**src/design/ibrd_pkg.sv**
```systemverilog
`timescale 1ns / 1ps
// ----------------------------------------------------------------------------
// ibrd_pkg
// Shared types and constants for the interleaved binary range decoder.
// ----------------------------------------------------------------------------
package ibrd_pkg;

    localparam int LANES        = 16;
    localparam int LANE_W       = $clog2(LANES);
    localparam int MODEL_STATES = 32768;
    localparam int ST_W         = $clog2(MODEL_STATES);
    localparam int TR_DEPTH     = 2 * MODEL_STATES;
    localparam int TR_W         = ST_W + 1;
    localparam int CTX_DEPTH    = 256;
    localparam int CTX_AW       = $clog2(CTX_DEPTH);

    localparam int ADDR_W       = 16;
    localparam int STATE_W      = 15;
    localparam int PROB_W       = 15;
    localparam int RANGE_W      = 32;
    localparam int REFILL_W     = 16;
    localparam int TREE_W       = 9;
    localparam int BITCNT_W     = 3;
    localparam int LANE_OUT_W   = 6;
    localparam int USED_W       = 2;
    localparam int BYTE_W       = 8;
    localparam int PROB_SHIFT   = 15;

    localparam int S_TDATA_W    = 80;
    localparam int M_TDATA_W    = 24;

    localparam logic [RANGE_W-1:0] RANGE_FULL = 32'hFFFF_FFFF;
    localparam logic [RANGE_W-1:0] RENORM_ONE = 32'h0100_0000;
    localparam logic [RANGE_W-1:0] RENORM_TWO = 32'h0001_0000;
    localparam logic [TREE_W-1:0]  TREE_ROOT  = 9'd1;
    localparam logic [BITCNT_W-1:0] BIT_LAST  = 3'd7;

    typedef enum logic [1:0] {
        OP_PROB_WR   = 2'd0,
        OP_TRANS_WR  = 2'd1,
        OP_LANE_LOAD = 2'd2,
        OP_DECODE    = 2'd3
    } ibrd_op_t;

    typedef struct packed {
        ibrd_op_t            op;
        logic [ADDR_W-1:0]   address;
        logic [STATE_W-1:0]  table_value;
        logic [RANGE_W-1:0]  initial_code;
        logic [REFILL_W-1:0] refill_bytes;
    } ibrd_item_t;

    typedef struct packed {
        logic                  decoded_bit;
        logic [LANE_OUT_W-1:0] lane;
        logic [USED_W-1:0]     bytes_used;
        logic                  byte_done;
        logic [BYTE_W-1:0]     decoded_byte;
    } ibrd_result_t;

endpackage

```
**src/design/ibrd_out_buf.sv**
```systemverilog
`timescale 1ns / 1ps
// ----------------------------------------------------------------------------
// ibrd_out_buf
// Two-entry result buffer in front of the master stream port.
// ----------------------------------------------------------------------------
module ibrd_out_buf (
    input  logic                  clk,
    input  logic                  rst_n,
    input  logic                  push,
    input  ibrd_pkg::ibrd_result_t push_data,
    output logic                  space,
    output logic                  out_valid,
    input  logic                  out_ready,
    output ibrd_pkg::ibrd_result_t head
);
    import ibrd_pkg::*;

    logic [1:0]   count_reg, count_next;
    ibrd_result_t head_reg, head_next;
    ibrd_result_t tail_reg, tail_next;
    logic         pop;

    assign pop       = out_valid && out_ready;
    assign out_valid = (count_reg != 2'd0);
    assign space     = (count_reg != 2'd2);
    assign head      = head_reg;

    always_comb
    begin
        count_next = count_reg;
        head_next  = head_reg;
        tail_next  = tail_reg;
        case (count_reg)
            2'd0:
            begin
                if (push)
                begin
                    head_next  = push_data;
                    count_next = 2'd1;
                end
            end
            2'd1:
            begin
                if (push && pop)
                begin
                    head_next = push_data;
                end
                else if (push)
                begin
                    tail_next  = push_data;
                    count_next = 2'd2;
                end
                else if (pop)
                begin
                    count_next = 2'd0;
                end
            end
            2'd2:
            begin
                if (pop)
                begin
                    head_next = tail_reg;
                    if (push)
                    begin
                        tail_next = push_data;
                    end
                    else
                    begin
                        count_next = 2'd1;
                    end
                end
            end
            default:
            begin
                count_next = 2'd0;
            end
        endcase
    end

    always_ff @(posedge clk or negedge rst_n)
    begin
        if (!rst_n)
        begin
            count_reg <= 2'd0;
        end
        else
        begin
            count_reg <= count_next;
        end
    end

    always_ff @(posedge clk)
    begin
        head_reg <= head_next;
        tail_reg <= tail_next;
    end

    a_no_overflow: assert property (@(posedge clk) disable iff (!rst_n)
        push |-> (count_reg != 2'd2))
        else $error("result pushed into a full buffer");

    a_count_range: assert property (@(posedge clk) disable iff (!rst_n)
        count_reg != 2'd3)
        else $error("result buffer count out of range");

    a_hold_unpopped: assert property (@(posedge clk) disable iff (!rst_n)
        (out_valid && !out_ready) |=> (out_valid && $stable(head_reg)))
        else $error("waiting result changed before transfer");

endmodule

```
**config.mk**
```make
export PLATFORM = sky130hd
export DESIGN_NAME = ibrd_out_buf
export DESIGN_NICKNAME = d
export VERILOG_FILES = /design/src/design/ibrd_pkg.sv /design/src/design/ibrd_out_buf.sv
export SDC_FILE = /design/constraint.sdc
export NUM_CORES = 1
export LEC_CHECK = 0
export BUFFER_PORTS_ARGS = -buffer_cell sky130_fd_sc_hd__buf_2
export CAP_MARGIN = 10
export CORE_MARGIN = 1
export CORE_UTILIZATION = 50
export DETAILED_ROUTE_END_ITERATION = 10
export PLACE_DENSITY_LB_ADDON = 0.2
export SLEW_MARGIN = 5
export SYNTH_ARGS = -nofsm -noshare
export SYNTH_HDL_FRONTEND = slang
export SYNTH_SLANG_ARGS = --single-unit
```
**constraint.sdc**
```tcl
create_clock -name clk -period 2.65 [get_ports clk]
set_input_delay 0 -clock clk [delete_from_list [all_inputs] [get_ports clk]]
set_output_delay 0 -clock clk [all_outputs]
set_load 0.05 [all_outputs]
```
==> flow_summary_export.csv, run 1 <==
group,metric,value,unit
status,run_status,"complete, but fails checks",
status,violations,"DRC",
timing,fmax,0.502,GHz
logic_synthesis,yosys-top-cells-area,"edfxtp_1 72%, mux2_4 9.0%, mux2_2 6.7%",
setup_path,required,2920,ps
setup_path,crit_arrival,2260,ps
floorplan,die_height,56.9,um
floorplan,die_area,3240,um^2
final_layout,drive_gt1_frac,0.503,
logic_synthesis,yosysUniqueCellTypes,19,
logic_synthesis,synth_seq_cells,38,
final_layout,nNetsFinal,166,
clocking,post_cts.repair.setup_buffers,0,
power,ir_drop,0.000470,V
power,p_comb_frac,0.274,
logic_synthesis,syn-cell-area,1510,um^2
global_route,use_met3,0.0553,
clocking,cts_tree,"built",
routing,ant_nets,0,
global_route,grt_pass1_wl,4.00,mm
final_layout,final_common_cell,"buf_2",
floorplan,start_util,0.537,
clocking,clock_path_buffers,2,
place,post-place-cells,146,
timing,finalSetupViolCount,0,
global_route,grt_overflow,0,
timing,slew_viol_final,0,
final_layout,multi_input_area,344,um^2
power,finalPower,1.41,mW
logic_synthesis,yosys.area.top_type,"edfxtp_1",
logic_synthesis,syn_avg_cell_area,20.6,um^2
timing,max_slew_margin,0.639,
routing,drc,6,
routing,wl_per_cell,14.4,um
clocking,insertion_delay,330,ps
floorplan,fp.dieW,56.9,um
final_layout,area_growth,33.5,%
routing,dr_total_vias,874,
place,place_ws,769,ps
final_layout,final_core_util,0.717,
timing,rsz0062_at_grt,"false",
clocking,clk_pin_slew,100,ps
timing,worst_slew_pin_slew,541,ps
place,port_buffers,41,
power,power.leakage,0.789,nW
final_layout,antenna_cells,0,
final_layout,layout_common_cells,"41 x buf_2, 36 x edfxtp_1, 22 x dlygate4sd3_1, 9 x mux2_4, 9 x mux2_2",
global_route,antenna_found_initial,0,
global_route,gr-usage-met2,0.257,
timing,whs,42.7,ps
timing,tns,0,ps
global_route,grt_usage,0.172,
final_layout,fillerInstances,191,
routing,drt-initial-drc-count,23,
logic_synthesis,yosysTopAreaCellShare,0.718,
power,switching_share,0.315,
global_route,grt_pass1_vias,852,
floorplan,core_area,2810,um^2
timing,post-route-period-util,0.752,
clocking,clock-root-buffer,"clkbuf_4",
global_route,met1_usage,0.231,
flow_run,maxCapViolations,0,
routing,vias_per_cell,5.02,
logic_synthesis,synth_warnings,0,
setup_path,setup.worst_path.end_class,"flip-flop",
final_layout,fin_area,2010,um^2
clocking,clock_sinks,38,
place,gp_congestion,0.670,
final_layout,seq_area,1130,um^2
setup_path,cp_max_fo,12,
floorplan,pin_count,42,
power,power.switching,0.443,mW
global_route,grt_start_max_net_pins,13,
place,dpl.hpwl,1.60,mm
power,power_density,700,nW/um^2
logic_synthesis,syn-num-nets,95,
logic_synthesis,netlist_instances,73,
timing,postLayoutSetupSlackWorst,656,ps
routing,first_pass_iters,7,
power,power_frac_seq,0.542,
clocking,htreeDepth,2,
setup_path,setup.worst_path.class,"flip-flop to flip-flop",
timing,period_needed,1990,ps
final_layout,finalNonFillerCells,174,
routing,wl,2.50,mm
power,intPower,0.964,mW
timing,finClkSkew,4.42,ps
global_route,busiest_layer,"met2",
floorplan,num_rows,19,
clocking,cts_buffers,5,
logic_synthesis,ys_seq_area_frac,0.751,
power,pwr-share-clk,0.184,
setup_path,critPathLaunchType,"flip-flop",
worst_hold_path,hold_class,"input port to flip-flop",
place,place_area,1750,um^2
timing,final_hold_viol_count,0,
==> area by class of cell <==
cell class / count / area share
well taps: 31 / 0.0193
flip-flops and latches: 38 / 0.563
repair buffers: 66 / 0.223
inverters: 2 / 0.00373
clock inverters: 1 / 0.00187
multi-input cells: 31 / 0.171
clock buffers: 5 / 0.0187
==> repair_timing <==
action / 4_1_cts / 5_1_grt
hold buffers: 22 / 0
resized for setup: 0 / 0
hold endpoints to repair: 39 / 0
==> cells by family after synthesis <==
family | count (synthesis) | synth area share
flops | 38 | 0.751
compound gates | 4 | 0.0191
mux | 18 | 0.157
simple gates | 9 | 0.0473
buf+inv | 4 | 0.0257
==> metal layers <==
| metal | routed length (um) | part of all wire |
|---|---|---|
| met5 | 0 | 0 |
| met2 | 1150 | 0.46 |
| met4 | 40 | 0.016 |
| met1 | 1180 | 0.47 |
| met3 | 136 | 0.054 |
==> synth_stat cells <==
cell type	count
or2_2	1
or3b_2	1
nor2b_1	2
a21boi_1	1
mux2_4	9
o32ai_1	1
inv_1	2
buf_6	1
nand2b_1	1
or4bb_1	1
mux2_2	9
o211ai_1	1
buf_12	1
o21ai_0	1
nand3b_1	1
nor2b_2	1
or4b_1	1
dfrtp_1	2
edfxtp_1	36
==> worst paths after layout <==
check                             startpoint            to  slack, ps  cells past startpoint
worst max-delay path            count_reg[1]  count_reg[1]        660                      5
worst min-delay path                    push  count_reg[0]         40                      3
worst max register to register  count_reg[1]  count_reg[1]        660                      5
worst min register to register  tail_reg[13]      head[13]        560                      1
max in group asynchronous              rst_n  count_reg[0]       2010                      3
min in group asynchronous              rst_n  count_reg[1]        520                      3
==> critical path, cell delays in order, from the launching register on <==
cell and delay [ps]:
dfrtp_1 430, nor2b_2 410, buf_4 330, inv_1 80
o32ai_1 100, dlygate4sd3_1 580
==> power by group through the flow <==
stage | Sequential, mW | Combinational (mW) | Clock [mW]
5_1_grt | 0.769 | 0.404 | 0.289
6_report | 0.762 | 0.386 | 0.259
3_5_place_dp | 0.776 | 0.360 | 0
4_1_cts | 0.762 | 0.389 | 0.270
3_3_place_gp | 0.773 | 0.356 | 0
2_1_floorplan | 0.917 | 0.139 | 0
Note: power is estimated with default switching activity, not from simulation.
==> run 2, diff against run 1 <==
Settings changed: CORE_UTILIZATION 50 to 45.
Clock period 2.65 ns to 1.8 ns, I/O delays scaled along.
==> run 2 against run 1 <==
The run now ends clean. Worst setup slack worse by 550 ps. Clock skew is 3.2 ps higher. Routed wire length is 0.80% higher. Via count is 1.9% higher. Sequential power is 47% higher. Final area is 2.9% higher. Cell count is 9.2% higher. Clock-buffer cell count is 1 higher. Combinational power is 55% higher. Sequential cell count stayed put. Clock power is 54% higher. Critical path depth is 1 lower. Critical path type unchanged. Largest power group unchanged.
==> flow_summary_export.csv, run 2 (synthesis gave the netlist of run 1 again) <==
group,metric,value,unit
status,run_status,"complete, no violations",
routing,drt-initial-drc-count,29,
routing,wl_per_cell,13.3,um
floorplan,core_area,3100,um^2
floorplan,num_rows,20,
timing,finClkSkew,7.59,ps
routing,dr_total_vias,891,
power,ir_drop,0.000468,V
global_route,grt_overflow,0,
final_layout,layout_common_cells,"41 x buf_2, 36 x edfxtp_1, 21 x dlygate4sd3_1, 9 x mux2_4, 9 x mux2_2",
floorplan,pin_count,42,
clocking,insertion_delay,330,ps
final_layout,seq_area,1130,um^2
timing,tns,0,ps
power,power_density,1020,nW/um^2
setup_path,critPathLaunchType,"flip-flop",
final_layout,nNetsFinal,167,
global_route,grt_pass1_wl,4.04,mm
final_layout,antenna_cells,0,
setup_path,crit_arrival,1740,ps
timing,period_needed,1690,ps
final_layout,fillerInstances,254,
setup_path,setup.worst_path.end_class,"flip-flop",
routing,wl,2.52,mm
global_route,grt_start_max_net_pins,19,
clocking,clock-root-buffer,"clkbuf_4",
power,finalPower,2.11,mW
clocking,clock_path_buffers,2,
setup_path,r2r_cells,4,
clocking,cts_buffers,5,
timing,postLayoutSetupSlackWorst,110,ps
final_layout,final_common_cell,"buf_2",
timing,slew_viol_final,0,
floorplan,die_area,3580,um^2
setup_path,cp_max_fo,18,
place,place_ws,57.0,ps
timing,worst_slew_pin_slew,605,ps
final_layout,finalNonFillerCells,190,
worst_hold_path,hold_class,"input port to flip-flop",
timing,final_hold_viol_count,0,
global_route,grt_pass1_vias,907,
final_layout,area_growth,37.3,%
clocking,clk_pin_slew,90,ps
routing,vias_per_cell,4.69,
timing,fmax,0.592,GHz
worst_hold_path,whs_path_depth,3,
place,post-place-cells,161,
global_route,grt_usage,0.164,
final_layout,multi_input_area,359,um^2
place,dpl.hpwl,1.61,mm
clocking,clock_sinks,38,
routing,first_pass_iters,4,
timing,finalSetupViolCount,0,
power,power.leakage,0.808,nW
floorplan,die_height,59.9,um
floorplan,fp.dieW,59.9,um
setup_path,required,1850,ps
global_route,antenna_found_initial,0,
routing,drc,0,
setup_path,setup.worst_path.class,"flip-flop to flip-flop",
routing,ant_nets,0,
clocking,cts_tree,"built",
timing,max_slew_margin,0.595,
final_layout,drive_gt1_frac,0.514,
place,gp_congestion,0.644,
place,port_buffers,41,
clocking,htreeDepth,2,
floorplan,start_util,0.485,
flow_run,maxCapViolations,0,
timing,rsz0062_at_grt,"false",
timing,post-route-period-util,0.939,
## run 2: cell types whose count changed in the layout (fill, tap and decap cells not counted), sizes merged
cell / delta
buf: +2
dlygate4sd3: -1
clkbuf: +1
clkinv: +1
## run 2: metal layers
| layer | track usage | up-vias | routed length (um) |
|---|---|---|---|
| li1 | - | 431 | - |
| met1 | 0.208 | 423 | 1080 |
| met2 | 0.249 | 30 | 1250 |
| met3 | 0.0411 | 7 | 119 |
| met4 | 0.110 | 0 | 72 |
| met5 | 0 | - | 0 |
## run 2: final timing paths
| path | slack, ps | startpoint | to |
|---|---|---|---|
| setup / recovery | 110 | count_reg[1] | tail_reg[1] |
| hold reg to reg | 550 | tail_reg[4] | head[4] |
| min in group asynchronous | 510 | rst_n | count_reg[0] |
| hold / removal | 30 | push | count_reg[1] |
| setup reg to reg | 110 | count_reg[1] | tail_reg[1] |
| max in group asynchronous | 1160 | rst_n | count_reg[1] |
## run 2: metrics by stage
stage / area, um^2 / util / hold WS, ps
floorplan: 1520 / - / -296
detailed placement: 1800 / 0.580 / -211
finish: 2070 / 0.667 / 29.0
CTS: 2060 / 0.664 / 18.6
global route: 2070 / 0.667 / 65.7
global placement: 1800 / 0.580 / -216
## run 2: critical path, stage by stage, from the launching register on
cell,delay [ps]
dfrtp_1,390
buf_4,150
or3b_2,500
a21boi_4,190
buf_12,180
## run 2: report_power, final
group | internal (mW) | switching, mW | total (mW)
combinational | 0.209 | 0.388 | 0.597
clock | 0.147 | 0.253 | 0.399
sequential | 1.09 | 0.0232 | 1.12
## run 2: area by class of cell
| cell class | count | area share |
|---|---|---|
| Sequential cell | 38 | 0.547 |
| Clock buffer | 6 | 0.0200 |
| Inverter | 2 | 0.00363 |
| Timing Repair Buffer | 67 | 0.225 |
| Tap cell | 44 | 0.0266 |
| Clock inverter | 2 | 0.00423 |
| Multi-Input combinational cell | 31 | 0.174 |
## run 2: what timing repair did
| action | CTS | global route |
|---|---|---|
| gates resized for setup | 0 | 1 |
| endpoints found under the hold margin | 39 | 0 |
| setup endpoints to repair | 0 | 18 |
| buffers inserted | 0 | 0 |
| hold buffers | 21 | 0 |
==> run 3, diff against run 2 <==
Settings changed: CORE_UTILIZATION 45 to 25, SLEW_MARGIN 5 to 20.
==> run 3 against run 2 <==
Clock power up 43%. Maximum frequency up 0.96%. Sequential cell count unchanged. Critical path type unchanged. Register-to-register slack better by 20 ps. Worst setup slack better by 16 ps.
==> flow_summary_export.csv, run 3 (synthesis gave the netlist of run 1 again) <==
group,metric,value,unit
final_layout,antenna_cells,0,
timing,slew_viol_final,0,
floorplan,die_height,79.6,um
setup_path,cp_max_fo,18,
clocking,insertion_delay,280,ps
setup_path,setup.worst_path.class,"flip-flop to flip-flop",
place,gp_congestion,0.586,
worst_hold_path,hold_class,"input port to asynchronous set/reset pin",
timing,final_hold_viol_count,0,
routing,ant_nets,0,
final_layout,seq_area,1130,um^2
global_route,grt_pass1_wl,4.06,mm
timing,max_slew_margin,0.588,
global_route,grt_overflow,0,
timing,post-route-period-util,0.930,
clocking,cts_buffers,5,
clocking,cts_tree,"built",
setup_path,crit_start,"count_reg[1]",
timing,finClkSkew,8.18,ps
setup_path,crit_path_end,"tail_reg[11]",
routing,wl,2.64,mm
clocking,clock-root-buffer,"clkbuf_8",
floorplan,die_area,6340,um^2
final_layout,drive_gt1_frac,0.521,
setup_path,r2r_slack,130,ps
clocking,clock_sinks,38,
global_route,grt_pass1_vias,864,
floorplan,pin_count,42,
global_route,grt_usage,0.0871,
clocking,clock_path_buffers,2,
timing,rsz0062_at_grt,"false",
setup_path,r2r_cells,4,
final_layout,layout_common_cells,"41 x buf_2, 36 x edfxtp_1, 20 x dlygate4sd3_1, 9 x mux2_4, 9 x mux2_2",
routing,wl_per_cell,12.1,um
timing,finalSetupViolCount,0,
floorplan,num_rows,27,
timing,fmax,0.597,GHz
routing,drt-initial-drc-count,20,
setup_path,critPathLaunchType,"flip-flop",
final_layout,multi_input_area,359,um^2
setup_path,setup.worst_path.end_class,"flip-flop",
timing,tns,0,ps
power,ir_drop,0.000431,V
setup_path,required,1790,ps
floorplan,core_area,5640,um^2
power,power.leakage,0.824,nW
final_layout,area_growth,42.1,%
routing,vias_per_cell,4.04,
clocking,clk_pin_slew,60,ps
routing,first_pass_iters,4,
final_layout,final_common_cell,"buf_2",
setup_path,crit_arrival,1660,ps
floorplan,fp.dieW,79.6,um
status,run_status,"complete, no violations",
setup_path,regToRegStartpoint,"count_reg[1]",
timing,whs,21.1,ps
final_layout,fillerInstances,545,
place,port_buffers,41,
place,dpl.hpwl,1.88,mm
routing,dr_total_vias,881,
global_route,grt_start_max_net_pins,19,
flow_run,maxCapViolations,0,
routing,drc,0,
timing,period_needed,1670,ps
floorplan,start_util,0.267,
power,power_density,1070,nW/um^2
timing,worst_slew_pin_slew,616,ps
final_layout,final_core_util,0.379,
global_route,antenna_found_initial,0,
power,finalPower,2.29,mW
clocking,htreeDepth,2,
setup_path,regToRegEndpoint,"tail_reg[11]",
final_layout,nNetsFinal,167,
==> run 3: report_power, final <==
part	leakage, nW	switching, mW	internal (mW)	total [mW]
registers	0.363	0.0227	1.09	1.12
clock network	0.0455	0.258	0.312	0.570
logic	0.416	0.391	0.211	0.602
total	0.824	0.672	1.62	2.29
==> run 3: worst min path at each step <==
stage	from	slack (ps)	to	cells past startpoint
finish	rst_n	20	count_reg[0]	2
global route	rst_n	20	count_reg[0]	2
CTS	rst_n	10	count_reg[0]	2
detailed placement	rst_n	-210	count_reg[0]	1
global placement	rst_n	-210	count_reg[0]	1
floorplan	rst_n	-300	count_reg[0]	0
==> run 3: routing by layer <==
layer  GRT usage  share of wire
met1      0.0993           0.42
met4      0.0491          0.023
met2       0.144           0.51
met3      0.0263          0.045
met5           0              0
==> run 3: what timing repair did <==
action | CTS | global route
gates resized for setup | 0 | 1
setup endpoints to repair | 0 | 4
hold buffers | 20 | 0
buffers inserted | 0 | 0
endpoints found under the hold margin | 21 | 0
==> run 3: area by class of cell <==
| class | instances | area share |
|---|---|---|
| inverters | 2 | 0.00351 |
| multi-input cells | 31 | 0.168 |
| clock buffers | 8 | 0.0421 |
| flip-flops and latches | 38 | 0.528 |
| repair buffers | 67 | 0.216 |
| well taps | 72 | 0.0421 |
==> run 3: through the flow <==
step,std cells,setup WS (ps),area (um^2)
2_1_floorplan,73,131,1520
3_3_place_gp,190,106,1840
3_5_place_dp,190,59.8,1840
4_1_cts,218,43.0,2130
5_1_grt,218,70.3,2140
6_report,218,126,2140
==> run 3: worst max-delay path: stages, from the launching register on <==
cell and delay (ps):
dfrtp_1 380, buf_4 150, or3b_2 490, a21boi_4 190
buf_12 180
